$ cat config.mk
export PLATFORM = sky130hd
export DESIGN_NAME = lfo_amplitude_modulator
export DESIGN_NICKNAME = d
export VERILOG_FILES = /design/src/sv/lam_pkg.sv /design/src/sv/lfo_amplitude_modulator.sv /design/src/sv/lam_ram.sv /design/src/sv/lam_osc.sv
export SDC_FILE = /design/constraint.sdc
export NUM_CORES = 1
export LEC_CHECK = 0
export BUFFER_PORTS_ARGS = -buffer_cell sky130_fd_sc_hd__buf_2
export CAP_MARGIN = 20
export CORE_ASPECT_RATIO = 1.25
export CORE_MARGIN = 2
export CORE_UTILIZATION = 55
export CTS_BUF_LIST = sky130_fd_sc_hd__clkbuf_2 sky130_fd_sc_hd__clkbuf_4 sky130_fd_sc_hd__clkbuf_8
export CTS_CLUSTER_DIAMETER = 150
export DETAILED_ROUTE_END_ITERATION = 8
export PLACE_DENSITY = 0.72
export RECOVER_POWER = 100
export SLEW_MARGIN = 0
export SYNTH_ARGS = -nofsm -noshare
export SYNTH_HDL_FRONTEND = slang
export SYNTH_SLANG_ARGS = --single-unit
export TNS_END_PERCENT = 100
$ cat constraint.sdc
create_clock -name clock -period 15.89 [get_ports clock]
set_input_delay 0.7945 -clock clock [delete_from_list [all_inputs] [get_ports clock]]
set_output_delay 0.7945 -clock clock [all_outputs]
set_load 0.02 [all_outputs]
$ cat src/sv/lam_pkg.sv
// Package for the LFO amplitude modulator: waveform codes, register indexes,
// state layout constants and the quarter-wave sine table.
// No dependencies.
`timescale 1ns / 1ps
`default_nettype none
package lam_pkg;

   typedef enum logic [1:0] {
      WAVE_SINE     = 2'd0,
      WAVE_SQUARE   = 2'd1,
      WAVE_SAW      = 2'd2,
      WAVE_TRIANGLE = 2'd3
   } wave_type;

   localparam int CSR_IDX_BITS = 2;
   localparam logic [CSR_IDX_BITS-1:0] CSR_WAVEFORM  = 2'd0;
   localparam logic [CSR_IDX_BITS-1:0] CSR_PHASE_INC = 2'd1;
   localparam logic [CSR_IDX_BITS-1:0] CSR_WRAP      = 2'd2;

   localparam int CSR_DATA_BITS = 32;
   localparam int PHASE_BITS    = 32;
   localparam int COUNT_BITS    = 18;
   localparam int WRAP_BITS     = 19;
   localparam int STATE_BITS    = PHASE_BITS + COUNT_BITS;
   localparam int LFO_BITS      = 17;
   localparam int Q_SHIFT       = 15;
   localparam int SINE_BITS     = 15;

   localparam logic [WRAP_BITS-1:0]  MAX_WRAP       = 19'd262144;
   localparam logic [WRAP_BITS-1:0]  RESET_WRAP     = 19'd48000;
   localparam logic [PHASE_BITS-1:0] RESET_PHASE_INC = 32'd89478;

   typedef struct packed {
      logic [PHASE_BITS-1:0] phase;
      logic [COUNT_BITS-1:0] count;
   } chan_state_type;

   function automatic logic [SINE_BITS-1:0] quarter_sine(input logic [6:0] k);
      logic [SINE_BITS-1:0] s;
      case (k)
         7'd0:  s = 15'd0;     7'd1:  s = 15'd402;   7'd2:  s = 15'd804;
         7'd3:  s = 15'd1205;  7'd4:  s = 15'd1606;  7'd5:  s = 15'd2006;
         7'd6:  s = 15'd2404;  7'd7:  s = 15'd2801;  7'd8:  s = 15'd3196;
         7'd9:  s = 15'd3590;  7'd10: s = 15'd3981;  7'd11: s = 15'd4370;
         7'd12: s = 15'd4756;  7'd13: s = 15'd5139;  7'd14: s = 15'd5520;
         7'd15: s = 15'd5897;  7'd16: s = 15'd6270;  7'd17: s = 15'd6639;
         7'd18: s = 15'd7005;  7'd19: s = 15'd7366;  7'd20: s = 15'd7723;
         7'd21: s = 15'd8076;  7'd22: s = 15'd8423;  7'd23: s = 15'd8765;
         7'd24: s = 15'd9102;  7'd25: s = 15'd9434;  7'd26: s = 15'd9760;
         7'd27: s = 15'd10080; 7'd28: s = 15'd10394; 7'd29: s = 15'd10702;
         7'd30: s = 15'd11003; 7'd31: s = 15'd11297; 7'd32: s = 15'd11585;
         7'd33: s = 15'd11866; 7'd34: s = 15'd12140; 7'd35: s = 15'd12406;
         7'd36: s = 15'd12665; 7'd37: s = 15'd12916; 7'd38: s = 15'd13160;
         7'd39: s = 15'd13395; 7'd40: s = 15'd13623; 7'd41: s = 15'd13842;
         7'd42: s = 15'd14053; 7'd43: s = 15'd14256; 7'd44: s = 15'd14449;
         7'd45: s = 15'd14635; 7'd46: s = 15'd14811; 7'd47: s = 15'd14978;
         7'd48: s = 15'd15137; 7'd49: s = 15'd15286; 7'd50: s = 15'd15426;
         7'd51: s = 15'd15557; 7'd52: s = 15'd15679; 7'd53: s = 15'd15791;
         7'd54: s = 15'd15893; 7'd55: s = 15'd15986; 7'd56: s = 15'd16069;
         7'd57: s = 15'd16143; 7'd58: s = 15'd16207; 7'd59: s = 15'd16261;
         7'd60: s = 15'd16305; 7'd61: s = 15'd16340; 7'd62: s = 15'd16364;
         7'd63: s = 15'd16379; 7'd64: s = 15'd16384;
         default: s = 15'd0;
      endcase
      return s;
   endfunction

endpackage
`default_nettype wire

$ cat src/sv/lfo_amplitude_modulator.sv
// Multiplies each sample by its channel's oscillator value, rounds and saturates.
// One transaction per cycle is sustained unless rsp_ready stalls the output. Stages:
// state read with oscillator and state update, multiply, round and saturate.
// Per-channel phase and counter live in a one-port-read, one-port-write RAM; a write
// that overlaps the next read of the same channel is forwarded. No clearing pass.
// Depends on lam_pkg, lam_ram and lam_osc.
`timescale 1ns / 1ps
`default_nettype none
module lfo_amplitude_modulator #(
   parameter int CHANNELS    = 2,
   parameter int SAMPLE_BITS = 16
) (
   input  wire logic                                       clock,
   input  wire logic                                       reset,
   input  wire logic                                       req_valid,
   output logic                                            req_ready,
   input  wire logic [(CHANNELS > 1 ? $clog2(CHANNELS) : 1)-1:0] req_channel_index,
   input  wire logic signed [SAMPLE_BITS-1:0]              req_sample_in,
   output logic                                            rsp_valid,
   input  wire logic                                       rsp_ready,
   output logic signed [SAMPLE_BITS-1:0]                   rsp_sample_out,
   output logic signed [lam_pkg::LFO_BITS-1:0]             rsp_lfo_value,
   input  wire logic                                       csr_valid,
   output logic                                            csr_ready,
   input  wire logic [lam_pkg::CSR_IDX_BITS-1:0]           csr_index,
   input  wire logic [lam_pkg::CSR_DATA_BITS-1:0]          csr_data
);
   import lam_pkg::*;

   localparam int CH_BITS  = (CHANNELS > 1) ? $clog2(CHANNELS) : 1;
   localparam int PROD_BITS = SAMPLE_BITS + LFO_BITS;
   localparam int RND_BITS  = PROD_BITS + 1;
   localparam int Y_BITS    = RND_BITS - Q_SHIFT;

   // configuration
   wave_type              waveform_ff;
   logic [PHASE_BITS-1:0] phase_inc_ff;
   logic [WRAP_BITS-1:0]  wrap_ff;

   always_ff @(posedge clock) begin
      if (reset) begin
         waveform_ff  <= WAVE_SINE;
         phase_inc_ff <= RESET_PHASE_INC;
         wrap_ff      <= RESET_WRAP;
      end else if (csr_valid) begin
         case (csr_index)
            CSR_WAVEFORM:  waveform_ff  <= wave_type'(csr_data[1:0]);
            CSR_PHASE_INC: phase_inc_ff <= csr_data[PHASE_BITS-1:0];
            CSR_WRAP:      wrap_ff      <= csr_data[WRAP_BITS-1:0];
            default:       ;
         endcase
      end
   end

   assign csr_ready = 1'b1;

   // pipeline control
   logic advance;
   logic accept;
   logic out_valid_ff;

   assign advance   = !out_valid_ff || rsp_ready;
   assign req_ready = advance;
   assign accept    = req_valid && advance;

   logic [CH_BITS-1:0] req_addr;
   always_comb begin
      if ({1'b0, req_channel_index} >= (CH_BITS + 1)'(CHANNELS)) begin
         req_addr = CH_BITS'(CHANNELS - 1);
      end else begin
         req_addr = req_channel_index;
      end
   end

   // stage 1: state read
   logic                          s1_valid_ff;
   logic [CH_BITS-1:0]            s1_ch_ff;
   logic signed [SAMPLE_BITS-1:0] s1_sample_ff;
   logic                          s1_entry_ok_ff;
   logic [CHANNELS-1:0]           entry_valid_ff;
   logic [CHANNELS-1:0]           entry_valid_in;
   logic                          fwd_valid_ff;
   logic [CH_BITS-1:0]            fwd_ch_ff;
   chan_state_type                fwd_data_ff;
   logic [STATE_BITS-1:0]         rd_data;
   chan_state_type                cur_state;
   chan_state_type                new_state;
   logic                          wr_en;
   logic [WRAP_BITS-1:0]          wrap_eff;
   logic [WRAP_BITS-1:0]          count_next;
   logic signed [LFO_BITS-1:0]    lfo;

   lam_ram #(
      .WIDTH (STATE_BITS),
      .DEPTH (CHANNELS)
   ) u_state_ram (
      .clock   (clock),
      .wr_en   (wr_en),
      .wr_addr (s1_ch_ff),
      .wr_data (new_state),
      .rd_en   (accept),
      .rd_addr (req_addr),
      .rd_data (rd_data)
   );

   always_comb begin
      if (fwd_valid_ff && (fwd_ch_ff == s1_ch_ff)) begin
         cur_state = fwd_data_ff;
      end else if (s1_entry_ok_ff) begin
         cur_state = chan_state_type'(rd_data);
      end else begin
         cur_state = '0;
      end
      if (wrap_ff == '0) begin
         wrap_eff = WRAP_BITS'(1);
      end else if (wrap_ff > MAX_WRAP) begin
         wrap_eff = MAX_WRAP;
      end else begin
         wrap_eff = wrap_ff;
      end
      count_next = {1'b0, cur_state.count} + WRAP_BITS'(1);
      if (count_next >= wrap_eff) begin
         new_state = '0;
      end else begin
         new_state.phase = cur_state.phase + phase_inc_ff;
         new_state.count = count_next[COUNT_BITS-1:0];
      end
      wr_en = advance && s1_valid_ff;
      entry_valid_in = entry_valid_ff;
      if (wr_en) begin
         entry_valid_in[s1_ch_ff] = 1'b1;
      end
   end

   lam_osc u_osc (
      .waveform (waveform_ff),
      .phase    (cur_state.phase),
      .lfo      (lfo)
   );

   // stages 2 and 3: multiply, then round and saturate
   logic                          s2_valid_ff;
   logic signed [SAMPLE_BITS-1:0] s2_sample_ff;
   logic signed [LFO_BITS-1:0]    s2_lfo_ff;
   logic                          s3_valid_ff;
   logic signed [PROD_BITS-1:0]   s3_prod_ff;
   logic signed [LFO_BITS-1:0]    s3_lfo_ff;
   logic signed [SAMPLE_BITS-1:0] out_sample_ff;
   logic signed [LFO_BITS-1:0]    out_lfo_ff;
   logic signed [PROD_BITS-1:0]   prod_in;
   logic signed [RND_BITS-1:0]    rounded;
   logic signed [Y_BITS-1:0]      scaled;
   logic signed [SAMPLE_BITS-1:0] sat_in;

   always_comb begin
      prod_in = PROD_BITS'(s2_sample_ff) * PROD_BITS'(s2_lfo_ff);
      rounded = RND_BITS'(s3_prod_ff) + RND_BITS'(1 << (Q_SHIFT - 1));
      scaled  = rounded[RND_BITS-1:Q_SHIFT];
      // overflow when the bits above the sample sign disagree
      if (scaled[Y_BITS-1:SAMPLE_BITS-1] == '0 || scaled[Y_BITS-1:SAMPLE_BITS-1] == '1) begin
         sat_in = scaled[SAMPLE_BITS-1:0];
      end else if (scaled[Y_BITS-1]) begin
         sat_in = {1'b1, {(SAMPLE_BITS-1){1'b0}}};
      end else begin
         sat_in = {1'b0, {(SAMPLE_BITS-1){1'b1}}};
      end
   end

   always_ff @(posedge clock) begin
      if (reset) begin
         s1_valid_ff    <= 1'b0;
         s2_valid_ff    <= 1'b0;
         s3_valid_ff    <= 1'b0;
         out_valid_ff   <= 1'b0;
         fwd_valid_ff   <= 1'b0;
         entry_valid_ff <= '0;
      end else begin
         entry_valid_ff <= entry_valid_in;
         if (advance) begin
            s1_valid_ff  <= accept;
            s2_valid_ff  <= s1_valid_ff;
            s3_valid_ff  <= s2_valid_ff;
            out_valid_ff <= s3_valid_ff;
            fwd_valid_ff <= s1_valid_ff;
         end
      end
   end

   always_ff @(posedge clock) begin
      if (advance) begin
         s1_ch_ff       <= req_addr;
         s1_sample_ff   <= req_sample_in;
         s1_entry_ok_ff <= entry_valid_ff[req_addr];
         fwd_ch_ff      <= s1_ch_ff;
         fwd_data_ff    <= new_state;
         s2_sample_ff   <= s1_sample_ff;
         s2_lfo_ff      <= lfo;
         s3_prod_ff     <= prod_in;
         s3_lfo_ff      <= s2_lfo_ff;
         out_sample_ff  <= sat_in;
         out_lfo_ff     <= s3_lfo_ff;
      end
   end

   assign rsp_valid      = out_valid_ff;
   assign rsp_sample_out = out_sample_ff;
   assign rsp_lfo_value  = out_lfo_ff;

endmodule
`default_nettype wire

$ cat src/sv/lam_ram.sv
// Generic single-write, single-read synchronous RAM with registered read data.
// No dependencies.
`timescale 1ns / 1ps
`default_nettype none
module lam_ram #(
   parameter int WIDTH = 8,
   parameter int DEPTH = 2
) (
   input  wire logic                                   clock,
   input  wire logic                                   wr_en,
   input  wire logic [(DEPTH > 1 ? $clog2(DEPTH) : 1)-1:0] wr_addr,
   input  wire logic [WIDTH-1:0]                       wr_data,
   input  wire logic                                   rd_en,
   input  wire logic [(DEPTH > 1 ? $clog2(DEPTH) : 1)-1:0] rd_addr,
   output logic      [WIDTH-1:0]                       rd_data
);

   logic [WIDTH-1:0] mem [DEPTH];

   always_ff @(posedge clock) begin
      if (wr_en) begin
         mem[wr_addr] <= wr_data;
      end
      if (rd_en) begin
         rd_data <= mem[rd_addr];
      end
   end

endmodule
`default_nettype wire

$ cat src/sv/lam_osc.sv
// Oscillator value from a phase: sine, square, sawtooth or triangle in Q2.15.
// Depends on lam_pkg.
`timescale 1ns / 1ps
`default_nettype none
module lam_osc (
   input  wire lam_pkg::wave_type                 waveform,
   input  wire logic [lam_pkg::PHASE_BITS-1:0]    phase,
   output logic signed [lam_pkg::LFO_BITS-1:0]    lfo
);
   import lam_pkg::*;

   logic [1:0]           quad;
   logic [6:0]           tab_idx;
   logic [SINE_BITS-1:0] sine_mag;
   logic [LFO_BITS-1:0]  sine_val;
   logic [LFO_BITS-1:0]  saw_val;
   logic [LFO_BITS+1:0]  p15;
   logic [LFO_BITS+1:0]  tri_val;

   always_comb begin
      quad     = phase[31:30];
      tab_idx  = quad[0] ? (7'd64 - {1'b0, phase[29:24]}) : {1'b0, phase[29:24]};
      sine_mag = quarter_sine(tab_idx);
      sine_val = quad[1] ? (17'd16384 - {2'b00, sine_mag})
                         : (17'd16384 + {2'b00, sine_mag});
      saw_val  = {1'b0, phase[31:16]} - 17'd32768;
      p15      = {2'b00, phase[31:15]};
      case (quad)
         2'd0:    tri_val = p15;
         2'd3:    tri_val = p15 - 19'd131072;
         default: tri_val = 19'd65536 - p15;
      endcase
      case (waveform)
         WAVE_SINE:     lfo = signed'(sine_val);
         WAVE_SQUARE:   lfo = phase[31] ? 17'sd0 : 17'sd32768;
         WAVE_SAW:      lfo = signed'(saw_val);
         WAVE_TRIANGLE: lfo = signed'(tri_val[LFO_BITS-1:0]);
         default:       lfo = 17'sd0;
      endcase
   end

endmodule
`default_nettype wire
Word level (Yosys, flattened, before mapping)
Memory sizes are Yosys's and may differ from the RTL's. A register that Yosys moved wholly into a read port is not among the register bits.
Cells that the tools add are included.
- register bits after elaboration: 244
- memory bits (writable): 100
- memory bits (read-only): 1920
- input port bits: 56
- output and inout bits: 36
- logic and storage cells: 79
- memories: 2
- memories (memory ; depth ; bits a word ; rd ports ; clocked after Yosys merged registers in ; write ports ; RTL line ; source):
    (no name shown) ; 128 ; 15 ; 1 ; 0 ; 0 ; lam_pkg.sv:40 ; case (k)
    u_state_ram.mem ; 2 ; 50 ; 1 ; 1 ; 1 ; lam_ram.sv:18 ; logic [WIDTH-1:0] mem [DEPTH];
- add/subtract/negate cells: 9
- multipliers: 1
- $lt $le $gt $ge: 5
- equality and inequality tests: 8
- multiplexer cells: 18
- bitwise operators: 1
- reductions and logical operators: 15
- operators with widths (cell ; number):
    2-to-1 mux 50 bit ; 3
    case mux 17 bit (4 select lines) ; 1
    2-to-1 mux 16 bit ; 3
    2-to-1 mux 19 bit ; 2
    adder 33 x 16 -> 34 bit (second input constant) ; 1
    case mux 17 bit (2 select lines) ; 1
    multiplier 16 x 17 -> 33 bit ; 1
    adder 32 bit ; 1
    adder 18 x 1 -> 19 bit (second input constant) ; 1
    >= comparator 19 bit ; 1
    > comparator 19 bit (second input constant) ; 1
    logical NOT 19 bit ; 1
    2-to-1 mux 17 bit ; 1
    subtractor 16 x 16 -> 17 bit (second input constant) ; 1
    subtractor 17 x 1 -> 17 bit (second input constant) ; 1
    subtractor 17 bit (first input constant) ; 1
    adder 15 x 15 -> 16 bit (first input constant) ; 1
    subtractor 15 x 15 -> 16 bit (first input constant) ; 1
    == test 2 bit (second input constant) ; 4
    2-to-1 mux 7 bit ; 1
    subtractor 7 x 6 -> 7 bit (first input constant) ; 1
    logical NOT 2 bit ; 3
    AND reduction 2 bit ; 3
    2-to-1 mux 1 bit ; 5
    other kinds (11) ; 17

Logic depth before layout (Yosys ltp)
An unclocked memory read counts as a cell.
- word-level depth: 9
- depth in mapped cells: 27
- depth with buffers taken out: 25

Cells and area by module
Synthesis repeated with hierarchy kept, for this count alone.
- cell total of the unflattened synthesis: 2801
- area, all modules: 29349.4 um^2
- modules (own cells, without submodules) (module ; times used ; cells each ; area an instance (um^2) ; sequential area each (um^2)):
    lfo_amplitude_modulator ; 1 ; 2131 ; 20893.8 ; 6316.1
    lam_ram ; 1 ; 208 ; 5378.9 ; 4504.3
    lam_osc ; 1 ; 462 ; 3076.7 ; 0.0

Worst setup path after synthesis
OpenSTA, ideal clock, no wires.
- path type: input-to-reg
- start point: input rsp_ready
- end point: memory u_state_ram.mem[0][0] (netlist bit) (enable)
- library setup time: 0.459 ns
- arrival time: 6.928 ns
- required time: 15.431 ns
- setup slack: 8.503 ns
- cell stages on the path: 4
- buffers on the path: 0
- cells stage by stage: nor2b_1 inv_1 nand2_1 nor2_1
- cells in the longest elaborated chain, start to end: 4
- ends and longest elaborated chain (item ; RTL line ; source):
    start: declaration ; lfo_amplitude_modulator.sv:20 ; input wire logic rsp_ready,
    logical OR 1 bit ; lfo_amplitude_modulator.sv:62 ; assign advance = !out_valid_ff || rsp_ready;
    via req_ready ; lfo_amplitude_modulator.sv:16 ; output logic req_ready,
    logical AND 1 bit ; lfo_amplitude_modulator.sv:128 ; wr_en = advance && s1_valid_ff;
    2-to-1 mux 1 bit ; lam_ram.sv:21 ; if (wr_en) begin
    2-to-1 mux 1 bit (not written as such) ; lam_ram.sv:22 ; mem[wr_addr] <= wr_data;
    end: declaration ; lam_ram.sv:18 ;
The timed path passes the listed nets, and every way through them passes these cells.

==> impl_results.md <==
* Slew Limit Headroom at -221%
* CTS root buf: clkbuf_8
* Total clock sinks at 380
* Tightest Pin Transition at 4780 ps
* R2r startpoint: s1_ch_ff
* Std cell rows at 94
* Die X at 210 um
* Mapped Nets at 3,317
* Cell variety after synth at 90
* P per Cell Area at 191 mW/mm2
* Final hold vios at 0
* Routed Antenna Nets at 0
* Pleak at 13.6 nW
* Asr flop ratio synth at 0%
* Critical path class: reg -> reg
* CP arrival at 10,130 ps
* Worst Clk Skew at 52.4 ps
* Capture point of the worst path: u_state_ram.mem[0][48]
* Area delta synth->final at 7.32%
* GRT overflow at 0
* Failing checks: capacitance limit, slew limit
* Hold buffer count at cts at 0
* Post-synthesis sequential area ratio at 37.1%
* Critical path, cell by cell: xnor2_1 -> clkbuf_1 -> nand2_1 -> clkbuf_1 -> nand4_1 -> a21boi_0 -> nand3_1 -> xor2_1 -> o22a_1 -> inv_1 -> ha_1 -> nand3_1 -> nor3_1 -> nand4_1 -> a31oi_1 -> clkbuf_1 -> nor3_1
* GRT Total Usage at 26.4%
* RSZ-0062 raised after global routing: false
* CP dominant cell by count: clkbuf_1
* First-pass GRT wire length at 114 mm
* Tmin final at 9840 ps
* PortBufs at 90
* Mapped cell area at 0.0292 mm2
* Gpl congestion at 0.933
* Initial antenna violation count at 1
* Fmax achieved at 0.102 GHz
* Critical path endpoint category: flip-flop
* Drt via density at 5.82
* Crit-path max FO at 48
* Peak VDD IR at 0.288 mV
* Post-CTS sizing at 0
* Clock buffer depth at 3
* HP Class: in -> reg
* Largest net degree at the start of global routing at 102
* Clk slew on worst S/H paths at 60 ps
* DRC viols at 0
* Final period utilization at 61.9%
* Die H at 262 um
* Ys Warns at 0
* Total vias in the final route at 20.9k
* Reg2reg path depth at 17
* CTS tree: built
* Synthesis-stage register bit count at 380
* Synth Area per Inst at 10.3 um2
* Max Slew Vio Count at 510
* Max incr delay on CP at 1920 ps
* DP HPWL at 52.0 mm
* Layout cells sized above 1 at 8.69%
* DRT iter0 DRCs at 1,525
* Power after layout at 5.98 mW
* Delay-heaviest family, CP: buffers and inverters
* MaxCap Viol Count at 10
* Setup Viol. Count Final at 0
* Finished Core Util at 59.6%
* Cell count after synthesis at 2,838
* Post-synth EDFFs at 321
* CP Buf/Inv Count at 4
* Final Net Count at 3,353
* Crit path from: s1_ch_ff
* Setup TNS at 0 ps
* Skew-Pair Late Insertion Delay at 700 ps
* Flop-to-flop setup slack at 6050 ps
* H-tree lvl count at 2
* Status: complete, but fails checks
* Full die area at 0.0550 mm2
* Crit. path cell count at 17
* Req. time, crit path at 16,180 ps
* Setup Fix Bufs, Post-CTS at 0
* Critical path launch point type: flip-flop
* Core area at 0.0526 mm2
* Capturing point of the worst reg2reg path: u_state_ram.mem[0][48]
* CTS Buf Count at 60
* Final wirelength at 70.9 mm
* Main synth FF type: edfxtp_1
* Vias in the first global route at 22.1k
* Starting Density at 55.5%
* First-pass iteration count of the detailed router at 5
* IO Pins at 92
* CP max stage cell: clkbuf_1
* Wirelength per Cell at 19.7 um
==> cell type report <==
| type | instances | area, um2 |
|---|---|---|
| fillers | 4342 | 21200 |
| diodes | 1 | 2.50 |
| well taps | 672 | 841 |
| multi-input cells | 1962 | 16500 |
| inverters | 356 | 1340 |
| flip-flops and latches | 380 | 10800 |
| repair buffers | 114 | 556 |
| clock buffers | 86 | 1070 |
| clock inverters | 26 | 254 |
==> metal layers <==
layer,up-vias,track usage (%),wire (um)
met5,-,0,0
met1,10300,30.8,27000
li1,9649,-,-
met3,195,3.56,4170
met2,781,48.1,36500
met4,0,12.8,3220
==> worst min path at each step <==
stage	start	to	slack, ps	cells past startpoint
after floorplan	s3_lfo_ff[0]	rsp_lfo_value[0]	400	0
after global placement	s3_lfo_ff[14]	rsp_lfo_value[14]	400	0
after detailed placement	s3_lfo_ff[0]	rsp_lfo_value[0]	400	0
after CTS	req_sample_in[5]	s1_sample_ff[5]	230	1
after global routing	req_sample_in[0]	s1_sample_ff[0]	250	1
final	req_sample_in[5]	s1_sample_ff[5]	290	1
==> cell usage in the layout, fill, tap and decap left out, types with 22 or more instances in the layout <==
cell      Yosys  final
fa_1        276    276
a21oi_1     140    140
nand3_1      66     66
and3_1       30     30
nor2_1      139    139
nor2b_1      22     22
mux2_2       54     54
nand3b_1     22     22
xnor2_1      66     66
ha_1        147    147
o21ai_0      65     65
mux2i_1      22     22
a21o_1       30     30
clkbuf_1     98     44
dfxtp_1      59     59
nor3_1       35     35
edfxtp_1    321    321
inv_1       349    348
nand2_1     377    377
nand4_1      24     24
buf_2        20     54
and2_1      140    137
xor2_1       40     40
clkbuf_8      0     68
==> sequential cells by signal, summed over array words and instances, names as in the netlist <==
| signal | cells |
|---|---|
| fwd_data_ff | 50 |
| s3_prod_ff | 19 |
| rsp_sample_out | 16 |
| rsp_valid | 1 |
| s1_entry_ok_ff | 1 |
| rsp_lfo_value | 17 |
| s1_sample_ff | 16 |
| s3_valid_ff | 1 |
| s2_lfo_ff | 17 |
| s2_valid_ff | 1 |
| phase_inc_ff | 32 |
| s3_lfo_ff | 17 |
| s1_valid_ff | 1 |
| s2_sample_ff | 16 |
| waveform_ff | 2 |
| u_state_ram.mem | 100 |
| s1_ch_ff | 1 |
| u_state_ram.rd_data | 50 |
| fwd_ch_ff | 1 |
| entry_valid_ff | 2 |
| wrap_ff | 19 |
==> power by group <==
part	total, mW	switching, mW	internal [mW]
sequential	1.53	0.122	1.41
combinational	3.55	2.04	1.51
clock	0.900	0.410	0.490
total	5.98	2.57	3.41
==> cell families after synthesis <==
| family | count (synthesis) | synth area share (%) |
|---|---|---|
| xor+xnor | 109 | 3.39 |
| compound gates | 431 | 9.80 |
| fa+ha+maj | 423 | 25.2 |
| flops | 380 | 37.1 |
| other cells | 1 | 0.0128 |
| mux | 76 | 2.84 |
| simple gates | 922 | 15.1 |
| buf+inv | 496 | 6.54 |
==> stage by stage <==
| stage | hold WS [ps] | instance area [um2] | worst slack [ps] | std cells |
|---|---|---|---|---|
| 6_report | 286 | 31300 | 6050 | 3597 |
| 5_1_grt | 247 | 31300 | 5410 | 3597 |
| 3_3_place_gp | 401 | 30100 | 8620 | 3483 |
| 2_1_floorplan | 400 | 29200 | 8500 | 2838 |
| 3_5_place_dp | 405 | 30100 | 8500 | 3483 |
| 4_1_cts | 232 | 31500 | 8490 | 3595 |
==> cells in the mapped netlist, types with 15 or more instances <==
cell type    n  area [um2]
nand3_1     66         330
a21o_1      30         225
nor2_1     139         522
fa_1       276        5530
edfxtp_1   321        9640
and2_1     140         876
ha_1       147        1840
buf_1       17        63.8
a31oi_1     16         100
o31ai_1     15         113
nand4_1     24         150
xor2_1      40         350
nor2b_1     22         138
a21oi_1    140         701
nor3_1      35         175
o211ai_1    19         143
o22ai_1     17         106
nand2_1    377        1420
dfxtp_1     59        1180
mux2_2      54         608
mux2i_1     22         220
clkbuf_1    98         368
inv_1      349        1310
o21ai_0     65         325
nand3b_1    22         165
nand2b_1    19         119
xnor2_1     66         578
buf_2       20         100
and3_1      30         188
(Power assumes the default switching activity.)
